==> config.mk <==
export PLATFORM = sky130hd
export DESIGN_NAME = json_string_unescape_utf8
export DESIGN_NICKNAME = d
export VERILOG_FILES = /design/src/sv/jsu_pkg.sv /design/src/sv/json_string_unescape_utf8.sv
export SDC_FILE = /design/constraint.sdc
export NUM_CORES = 1
export LEC_CHECK = 0
export ABC_AREA = 0
export ABC_CLOCK_PERIOD_IN_PS = 10400
export BUFFER_PORTS_ARGS = -buffer_cell sky130_fd_sc_hd__buf_2
export CAP_MARGIN = 10
export CORE_ASPECT_RATIO = 1.25
export CORE_MARGIN = 4
export CORE_UTILIZATION = 60
export CTS_CLUSTER_SIZE = 12
export DETAILED_ROUTE_END_ITERATION = 10
export PLACE_DENSITY = 0.82
export SLEW_MARGIN = 40
export SYNTH_ARGS = -nofsm -noshare
export SYNTH_HDL_FRONTEND = slang
export SYNTH_SLANG_ARGS = --single-unit
==> constraint.sdc <==
create_clock -name clk -period 10.4 [get_ports clk]
set_clock_uncertainty 0.05 [all_clocks]
set_input_delay 0.52 -clock clk [delete_from_list [all_inputs] [get_ports clk]]
set_output_delay 0.52 -clock clk [all_outputs]
set_load 0.02 [all_outputs]
==> src/sv/jsu_pkg.sv <==
`default_nettype none

package jsu_pkg;

	localparam logic [2:0] ST_OK        = 3'd0;
	localparam logic [2:0] ST_BAD_ESC   = 3'd1;
	localparam logic [2:0] ST_BAD_HEX   = 3'd2;
	localparam logic [2:0] ST_SURROGATE = 3'd3;
	localparam logic [2:0] ST_ZERO_CP   = 3'd4;
	localparam logic [2:0] ST_FULL      = 3'd5;
	localparam logic [2:0] ST_TRUNC     = 3'd6;

	localparam logic [0:0] REG_CAPACITY   = 1'd0;
	localparam logic [0:0] REG_COUNT_ONLY = 1'd1;

	localparam logic [7:0] CH_QUOTE = 8'h22;
	localparam logic [7:0] CH_BSLASH = 8'h5C;
	localparam logic [7:0] CH_SLASH = 8'h2F;
	localparam logic [7:0] CH_B = 8'h62;
	localparam logic [7:0] CH_F = 8'h66;
	localparam logic [7:0] CH_N = 8'h6E;
	localparam logic [7:0] CH_R = 8'h72;
	localparam logic [7:0] CH_T = 8'h74;
	localparam logic [7:0] CH_U = 8'h75;

	localparam logic [7:0] CTL_BS = 8'h08;
	localparam logic [7:0] CTL_FF = 8'h0C;
	localparam logic [7:0] CTL_LF = 8'h0A;
	localparam logic [7:0] CTL_CR = 8'h0D;
	localparam logic [7:0] CTL_HT = 8'h09;

	localparam logic [15:0] HI_SURR_MIN = 16'hD800;
	localparam logic [15:0] HI_SURR_MAX = 16'hDBFF;
	localparam logic [15:0] LO_SURR_MIN = 16'hDC00;
	localparam logic [15:0] LO_SURR_MAX = 16'hDFFF;
	localparam logic [20:0] SUPP_BASE   = 21'h10000;
	localparam logic [20:0] MAX_1B      = 21'h7F;
	localparam logic [20:0] MAX_2B      = 21'h7FF;
	localparam logic [20:0] MAX_3B      = 21'hFFFF;

	typedef struct packed {
		logic        ok;
		logic [3:0]  value;
	} nibble_t;

	typedef struct packed {
		logic [1:0]  pad;
		logic [15:0] total_len;
		logic [2:0]  status;
		logic [2:0]  out_count;
		logic [31:0] out_bytes;
	} result_t;

	function automatic nibble_t hex_nibble(input logic [7:0] b);
		nibble_t r;
		r.ok = 1'b1;
		r.value = 4'd0;
		if (b >= 8'h30 && b <= 8'h39) begin
			r.value = 4'(b - 8'h30);
		end else if (b >= 8'h61 && b <= 8'h66) begin
			r.value = 4'(b - 8'h57);
		end else if (b >= 8'h41 && b <= 8'h46) begin
			r.value = 4'(b - 8'h37);
		end else begin
			r.ok = 1'b0;
		end
		return r;
	endfunction

endpackage

`default_nettype wire

==> src/sv/json_string_unescape_utf8.sv <==
`default_nettype none

// channel   dir  handshake                   payload
// s_axis    in   s_axis_tvalid/tready        tdata: in_byte; tuser: has_byte; tlast: last_byte
// m_axis    out  m_axis_tvalid/tready        tdata: out_bytes, out_count, status, total_len;
//                                            tlast: string_done
// cfg       in   cfg_valid/cfg_ready         cfg_index, cfg_data
//
// One byte per cycle: an input register, then the escape decode, UTF-8 encode and
// length check in one combinational pass into the result register. Output stalls
// back-pressure the input register; a new byte is taken whenever the result
// register empties in the same cycle. Reset clears the escape state, the sticky
// error and the counter; capacity resets to 65535.

module json_string_unescape_utf8 #(
	parameter int LENGTH_BITS = 16
) (
	input  wire         clk,
	input  wire         arst_n,
	input  wire         s_axis_tvalid,
	output logic        s_axis_tready,
	input  wire  [7:0]  s_axis_tdata,   // [7:0] in_byte
	input  wire         s_axis_tuser,   // [0] has_byte
	input  wire         s_axis_tlast,
	output logic        m_axis_tvalid,
	input  wire         m_axis_tready,
	output logic [55:0] m_axis_tdata,   // [31:0] out_bytes, [34:32] out_count,
	                                    // [37:35] status, [53:38] total_len
	output logic        m_axis_tlast,
	input  wire         cfg_valid,
	output logic        cfg_ready,
	input  wire  [0:0]  cfg_index,
	input  wire  [15:0] cfg_data
);

	localparam int CW = (LENGTH_BITS + 1 > 17) ? LENGTH_BITS + 1 : 17;

	localparam logic [3:0] PH_PLAIN  = 4'd0;
	localparam logic [3:0] PH_ESC    = 4'd1;
	localparam logic [3:0] PH_HI0    = 4'd2;
	localparam logic [3:0] PH_HI3    = 4'd5;
	localparam logic [3:0] PH_WANT_BS = 4'd6;
	localparam logic [3:0] PH_WANT_U = 4'd7;
	localparam logic [3:0] PH_LO0    = 4'd8;
	localparam logic [3:0] PH_LO3    = 4'd11;

	logic [15:0]            cap_q;
	logic                   count_only_q;

	logic                   valid_s1;
	logic [7:0]             byte_s1;
	logic                   has_s1;
	logic                   last_s1;

	logic                   valid_s2;
	jsu_pkg::result_t       res_s2;
	logic                   last_s2;

	logic [3:0]             phase_q;
	logic [15:0]            hi_q;
	logic [15:0]            lo_q;
	logic [LENGTH_BITS-1:0] len_q;
	logic [2:0]             err_q;

	logic [3:0]             phase_n;
	logic [15:0]            hi_n;
	logic [15:0]            lo_n;
	logic [LENGTH_BITS-1:0] len_n;
	logic [2:0]             err_n;

	logic                   out_free;
	logic                   adv;

	jsu_pkg::nibble_t       nib;
	logic                   emit_en;
	logic [7:0]             emit_byte;
	logic                   cp_en;
	logic [20:0]            cp;
	logic [31:0]            pk;
	logic [2:0]             pk_n;
	logic [LENGTH_BITS:0]   len_sum;
	logic [CW-1:0]          sum_ext;
	logic [CW-1:0]          cap_ext;
	logic [31:0]            bytes_c;
	logic [2:0]             count_c;
	logic [LENGTH_BITS+15:0] len_wide;
	jsu_pkg::result_t       res_c;

	assign cfg_ready = 1'b1;

	always_ff @(posedge clk or negedge arst_n) begin
		if (!arst_n) begin
			cap_q <= 16'hFFFF;
			count_only_q <= 1'b0;
		end else if (cfg_valid) begin
			unique case (cfg_index)
				jsu_pkg::REG_CAPACITY: cap_q <= cfg_data;
				jsu_pkg::REG_COUNT_ONLY: count_only_q <= cfg_data[0];
				default: ;
			endcase
		end
	end

	assign out_free = !valid_s2 || m_axis_tready;
	assign adv = valid_s1 && out_free;
	assign s_axis_tready = !valid_s1 || out_free;

	always_ff @(posedge clk or negedge arst_n) begin
		if (!arst_n) begin
			valid_s1 <= 1'b0;
		end else if (s_axis_tready) begin
			valid_s1 <= s_axis_tvalid;
		end
	end

	always_ff @(posedge clk) begin
		if (s_axis_tready && s_axis_tvalid) begin
			byte_s1 <= s_axis_tdata;
			has_s1 <= s_axis_tuser;
			last_s1 <= s_axis_tlast;
		end
	end

	assign nib = jsu_pkg::hex_nibble(byte_s1);

	always_comb begin
		phase_n = phase_q;
		hi_n = hi_q;
		lo_n = lo_q;
		err_n = err_q;
		emit_en = 1'b0;
		emit_byte = byte_s1;
		cp_en = 1'b0;
		cp = 21'd0;
		if (has_s1 && err_q == jsu_pkg::ST_OK) begin
			if (phase_q == PH_ESC) begin
				phase_n = PH_PLAIN;
				case (byte_s1)
					jsu_pkg::CH_QUOTE, jsu_pkg::CH_BSLASH, jsu_pkg::CH_SLASH: begin
						emit_en = 1'b1;
					end
					jsu_pkg::CH_B: begin
						emit_en = 1'b1;
						emit_byte = jsu_pkg::CTL_BS;
					end
					jsu_pkg::CH_F: begin
						emit_en = 1'b1;
						emit_byte = jsu_pkg::CTL_FF;
					end
					jsu_pkg::CH_N: begin
						emit_en = 1'b1;
						emit_byte = jsu_pkg::CTL_LF;
					end
					jsu_pkg::CH_R: begin
						emit_en = 1'b1;
						emit_byte = jsu_pkg::CTL_CR;
					end
					jsu_pkg::CH_T: begin
						emit_en = 1'b1;
						emit_byte = jsu_pkg::CTL_HT;
					end
					jsu_pkg::CH_U: begin
						phase_n = PH_HI0;
						hi_n = 16'd0;
					end
					default: err_n = jsu_pkg::ST_BAD_ESC;
				endcase
			end else if (phase_q >= PH_HI0 && phase_q <= PH_HI3) begin
				if (!nib.ok) begin
					err_n = jsu_pkg::ST_BAD_HEX;
					phase_n = PH_PLAIN;
				end else begin
					hi_n = {hi_q[11:0], nib.value};
					if (phase_q != PH_HI3) begin
						phase_n = phase_q + 4'd1;
					end else if (hi_n >= jsu_pkg::HI_SURR_MIN && hi_n <= jsu_pkg::HI_SURR_MAX) begin
						phase_n = PH_WANT_BS;
					end else if (hi_n >= jsu_pkg::LO_SURR_MIN && hi_n <= jsu_pkg::LO_SURR_MAX) begin
						phase_n = PH_PLAIN;
						err_n = jsu_pkg::ST_SURROGATE;
					end else begin
						phase_n = PH_PLAIN;
						cp_en = 1'b1;
						cp = {5'd0, hi_n};
					end
				end
			end else if (phase_q == PH_WANT_BS) begin
				if (byte_s1 == jsu_pkg::CH_BSLASH) begin
					phase_n = PH_WANT_U;
				end else begin
					phase_n = PH_PLAIN;
					err_n = jsu_pkg::ST_SURROGATE;
				end
			end else if (phase_q == PH_WANT_U) begin
				if (byte_s1 == jsu_pkg::CH_U) begin
					phase_n = PH_LO0;
					lo_n = 16'd0;
				end else begin
					phase_n = PH_PLAIN;
					err_n = jsu_pkg::ST_SURROGATE;
				end
			end else if (phase_q >= PH_LO0 && phase_q <= PH_LO3) begin
				if (!nib.ok) begin
					err_n = jsu_pkg::ST_BAD_HEX;
					phase_n = PH_PLAIN;
				end else begin
					lo_n = {lo_q[11:0], nib.value};
					if (phase_q != PH_LO3) begin
						phase_n = phase_q + 4'd1;
					end else begin
						phase_n = PH_PLAIN;
						if (lo_n < jsu_pkg::LO_SURR_MIN || lo_n > jsu_pkg::LO_SURR_MAX) begin
							err_n = jsu_pkg::ST_SURROGATE;
						end else begin
							cp_en = 1'b1;
							cp = jsu_pkg::SUPP_BASE + {1'b0, hi_q[9:0], lo_n[9:0]};
						end
					end
				end
			end else begin
				phase_n = PH_PLAIN;
				if (byte_s1 == jsu_pkg::CH_BSLASH) begin
					phase_n = PH_ESC;
				end else begin
					emit_en = 1'b1;
				end
			end
		end

		pk = {24'd0, emit_byte};
		pk_n = 3'd1;
		if (cp_en) begin
			if (cp <= jsu_pkg::MAX_1B) begin
				pk = {24'd0, cp[7:0]};
				pk_n = 3'd1;
			end else if (cp <= jsu_pkg::MAX_2B) begin
				pk = {16'd0, 2'b10, cp[5:0], 3'b110, cp[10:6]};
				pk_n = 3'd2;
			end else if (cp <= jsu_pkg::MAX_3B) begin
				pk = {8'd0, 2'b10, cp[5:0], 2'b10, cp[11:6], 4'b1110, cp[15:12]};
				pk_n = 3'd3;
			end else begin
				pk = {2'b10, cp[5:0], 2'b10, cp[11:6], 2'b10, cp[17:12], 5'b11110, cp[20:18]};
				pk_n = 3'd4;
			end
			if (cp == 21'd0) begin
				err_n = jsu_pkg::ST_ZERO_CP;
			end else begin
				emit_en = 1'b1;
			end
		end

		len_n = len_q;
		bytes_c = 32'd0;
		count_c = 3'd0;
		len_sum = {1'b0, len_q} + (LENGTH_BITS + 1)'(pk_n);
		sum_ext = CW'(len_sum);
		cap_ext = CW'(cap_q);
		if (emit_en) begin
			if (len_sum[LENGTH_BITS]) begin
				err_n = jsu_pkg::ST_FULL;
			end else if (!count_only_q && sum_ext >= cap_ext) begin
				err_n = jsu_pkg::ST_FULL;
			end else begin
				len_n = len_sum[LENGTH_BITS-1:0];
				bytes_c = pk;
				count_c = pk_n;
			end
		end
		if (err_n != jsu_pkg::ST_OK) begin
			bytes_c = 32'd0;
			count_c = 3'd0;
		end
		if (last_s1 && err_n == jsu_pkg::ST_OK) begin
			if (phase_n != PH_PLAIN) begin
				err_n = jsu_pkg::ST_TRUNC;
			end else if (!count_only_q && cap_q == 16'd0) begin
				err_n = jsu_pkg::ST_FULL;
			end
		end

		len_wide = {16'd0, len_n};
		res_c.pad = 2'd0;
		res_c.total_len = len_wide[15:0];
		res_c.status = err_n;
		res_c.out_count = count_c;
		res_c.out_bytes = bytes_c;
	end

	always_ff @(posedge clk or negedge arst_n) begin
		if (!arst_n) begin
			phase_q <= PH_PLAIN;
			hi_q <= 16'd0;
			lo_q <= 16'd0;
			len_q <= '0;
			err_q <= jsu_pkg::ST_OK;
		end else if (adv) begin
			if (last_s1) begin
				phase_q <= PH_PLAIN;
				hi_q <= 16'd0;
				lo_q <= 16'd0;
				len_q <= '0;
				err_q <= jsu_pkg::ST_OK;
			end else begin
				phase_q <= phase_n;
				hi_q <= hi_n;
				lo_q <= lo_n;
				len_q <= len_n;
				err_q <= err_n;
			end
		end
	end

	always_ff @(posedge clk or negedge arst_n) begin
		if (!arst_n) begin
			valid_s2 <= 1'b0;
		end else if (out_free) begin
			valid_s2 <= valid_s1;
		end
	end

	always_ff @(posedge clk) begin
		if (adv) begin
			res_s2 <= res_c;
			last_s2 <= last_s1;
		end
	end

	assign m_axis_tvalid = valid_s2;
	assign m_axis_tdata = res_s2;
	assign m_axis_tlast = last_s2;

endmodule

`default_nettype wire
==> reports/metrics.csv <==
metric,value,unit
outcome,"finished, final reports clean",
timing.hold.ws,144.5,ps
dpl_cell_area,8559,um2
ys_ff_latch,128,
seq_area_frac_synth,43.83,%
htree_levels,4,
initialDrtViolationCount,639,
wl_per_cell,20.45,um
p_leak,0.003744,uW
clk_pin_slew,60,ps
portBuffers,85,
critPathMaxFanout,19,
ys.flop_type,edfxtp_1,
slowest_stage,or4_1,
crit_required,10520,ps
min_path_type,in -> async,
hpwlAfterDp,16.06,mm
fin_crit,8308,ps
antenna_found_initial,0,
grt_max_degree,69,
row_count,47,
globalRouteTotalUtil,29.31,%
antenna-diode-count,0,
hold_violations,0,
syn_area,8061,um2
finalWeightedCongestion,0.9732,
end_kind,flip-flop,
worstPathArrival,8430,ps
die_width,111.7,um
clk_latency,420,ps
overflow,0,
avgSynthCellArea,9.418,um2
die-area,15370,um2
cts_buffers,17,
cts_setup_buffers,0,
setup_violations,0,
die_y,137.6,um
final_max_slew_viol_count,0,
layout.nets,979,
io_pins,92,
via_per_inst,6.548,
tightest_slew,838.6,ps
synthArstFlopShare,51.56,%
cts_num_sinks,128,
wl,22.52,mm
grt_pass1_wl,35.34,mm
power_density,180.8,nW/um2
timing.critical_path.slowest_cell_delay,750,ps
crit_chain,or3b_1 -> or4_1 -> a211oi_1 -> nand2_1 -> inv_2 -> nor3_1 -> ha_1 -> a21o_1 -> a21oi_1 -> nor4b_2 -> and3_1 -> nand3_1 -> or2_2 -> xnor2_1 -> ha_1 -> nand4_1 -> nor4_1 -> a41oi_1 -> and2_1 -> nand2_1 -> nand2_1 -> nand2_1 -> mux2_2,
cts_hold_buffers,0,
ant_nets,0,
synth_most_common_cell,nand2_1,
firstDrtPassIters,7,
cts-root-buf,clkbuf_16,
drc,0,
cp_common_cell,nand2_1,
vias,7209,
criticalPathCategory,reg -> reg,
cts_tree,built,
ys_top_cells_by_area,"edfxtp_1, dfrtp_1, dfstp_2",
start_util,60.93,%
synth_top_area_share,23.09,%
slew_headroom,43.97,%
stdcell_area,9190,um2
maxCapViolCount,0,
ys_warn_count,0,
core,13230,um2
synth_top_area_cell,edfxtp_1,
netlist_instances,856,
syn_to_final_growth,14.00,%
drive_gt1_share,19.14,%
max_freq,0.1204,GHz
tns,0,ps
rsz0062_at_grt,no,
peakVddDrop,0.0001110,V
synth_edf_count,62,
grt_pass1_vias,6797,
synth.distinct_cells,88,
cp-start-kind,flip-flop,
post-route-period-util,79.88,%
synth_common_cells,"nand2_1, edfxtp_1, nor2_1, o21ai_0, dfrtp_1",
ctsResizeCount,0,
max-clock-path-buffers,2,
==> per-stage QoR <==
step	util, %	setup slack (ps)	power, uW	cells
2_1_floorplan	-	3108	922.4	860
3_3_place_gp	64.56	2278	1034	1068
3_5_place_dp	64.69	2072	1043	1068
4_1_cts	69.27	1980	1658	1100
5_1_grt	69.46	1636	1731	1101
6_report	69.46	2092	1661	1101
==> final timing paths <==
kind | from | endpoint | slack (ps) | cells past startpoint
min reg2reg | lo_q[11] | lo_q[11] | 440 | 2
min in group clk | s_axis_tdata[2] | byte_s1[2] | 220 | 1
max in group asynchronous | arst_n | phase_q[0] | 9710 | 2
max | byte_s1[3] | m_axis_tdata[39] | 2090 | 23
min | arst_n | count_only_q | 140 | 2
max reg2reg | byte_s1[3] | m_axis_tdata[39] | 2090 | 23
==> kinds of logic after synthesis <==
kind of cell	after synthesis	share of synthesized area [%]
XOR/XNOR	26	2.825
AO/OA/AOI/OAI	217	19.39
adder cells (fa/ha/maj)	30	4.749
buffers and inverters	99	5.137
other	2	0.09316
multiplexers	21	2.747
flip-flops	128	43.83
AND/OR/NAND/NOR	333	21.23
==> per-layer routing <==
metal | routed length, um | track usage (%) | vias up
met5 | 0 | 0 | -
met1 | 8611 | 34.39 | 3413
met2 | 11290 | 50.10 | 389
met4 | 1020 | 16.43 | 0
met3 | 1595 | 6.327 | 86
li1 | - | - | 3321
==> registers in the layout (all words and copies together), names as in the netlist <==
signal and count:
last_s1 1, count_only_q 1, valid_s1 1, byte_s1 8, hi_q 12, phase_q 4, m_axis_tvalid 1, cap_q 16
err_q 3, m_axis_tdata 51, lo_q 12, has_s1 1, m_axis_tlast 1, len_q 16
==> layout by cell type, fill, tap and decap left out, drive strengths merged, types with 22 or more instances in the layout <==
cell type    n
nand2      105
buf         97
edfxtp      62
o21ai       54
nor2        53
dfrtp       50
inv         42
a21oi       35
ha          29
nor3        28
nand3       26
xnor2       22
==> final cells by class <==
cell class                 instances  area [um2]
clock buffer                      19       442.9
multi-input combinational        633        4160
sequential                       128        3533
inverter                          40       150.1
fill                            1045        4041
tap                              171       214.0
timing repair buffer              97       526.8
clock inverter                    13       162.7
==> power by group <==
part           switching, uW  total (uW)  internal (uW)
sequential              50.4         650            600
clock                    228         611            383
combinational            262         400            138
==> worst max-delay path: cells and delay by family (launching register included) <==
family | cells | cell delay (ps)
simple gates | 14 | 4950
compound gates | 4 | 940
fa+ha+maj | 2 | 620
flops | 1 | 500
buf+inv | 1 | 450
mux | 1 | 390
xor+xnor | 1 | 140
Note: power is estimated with default switching activity, not from simulation.
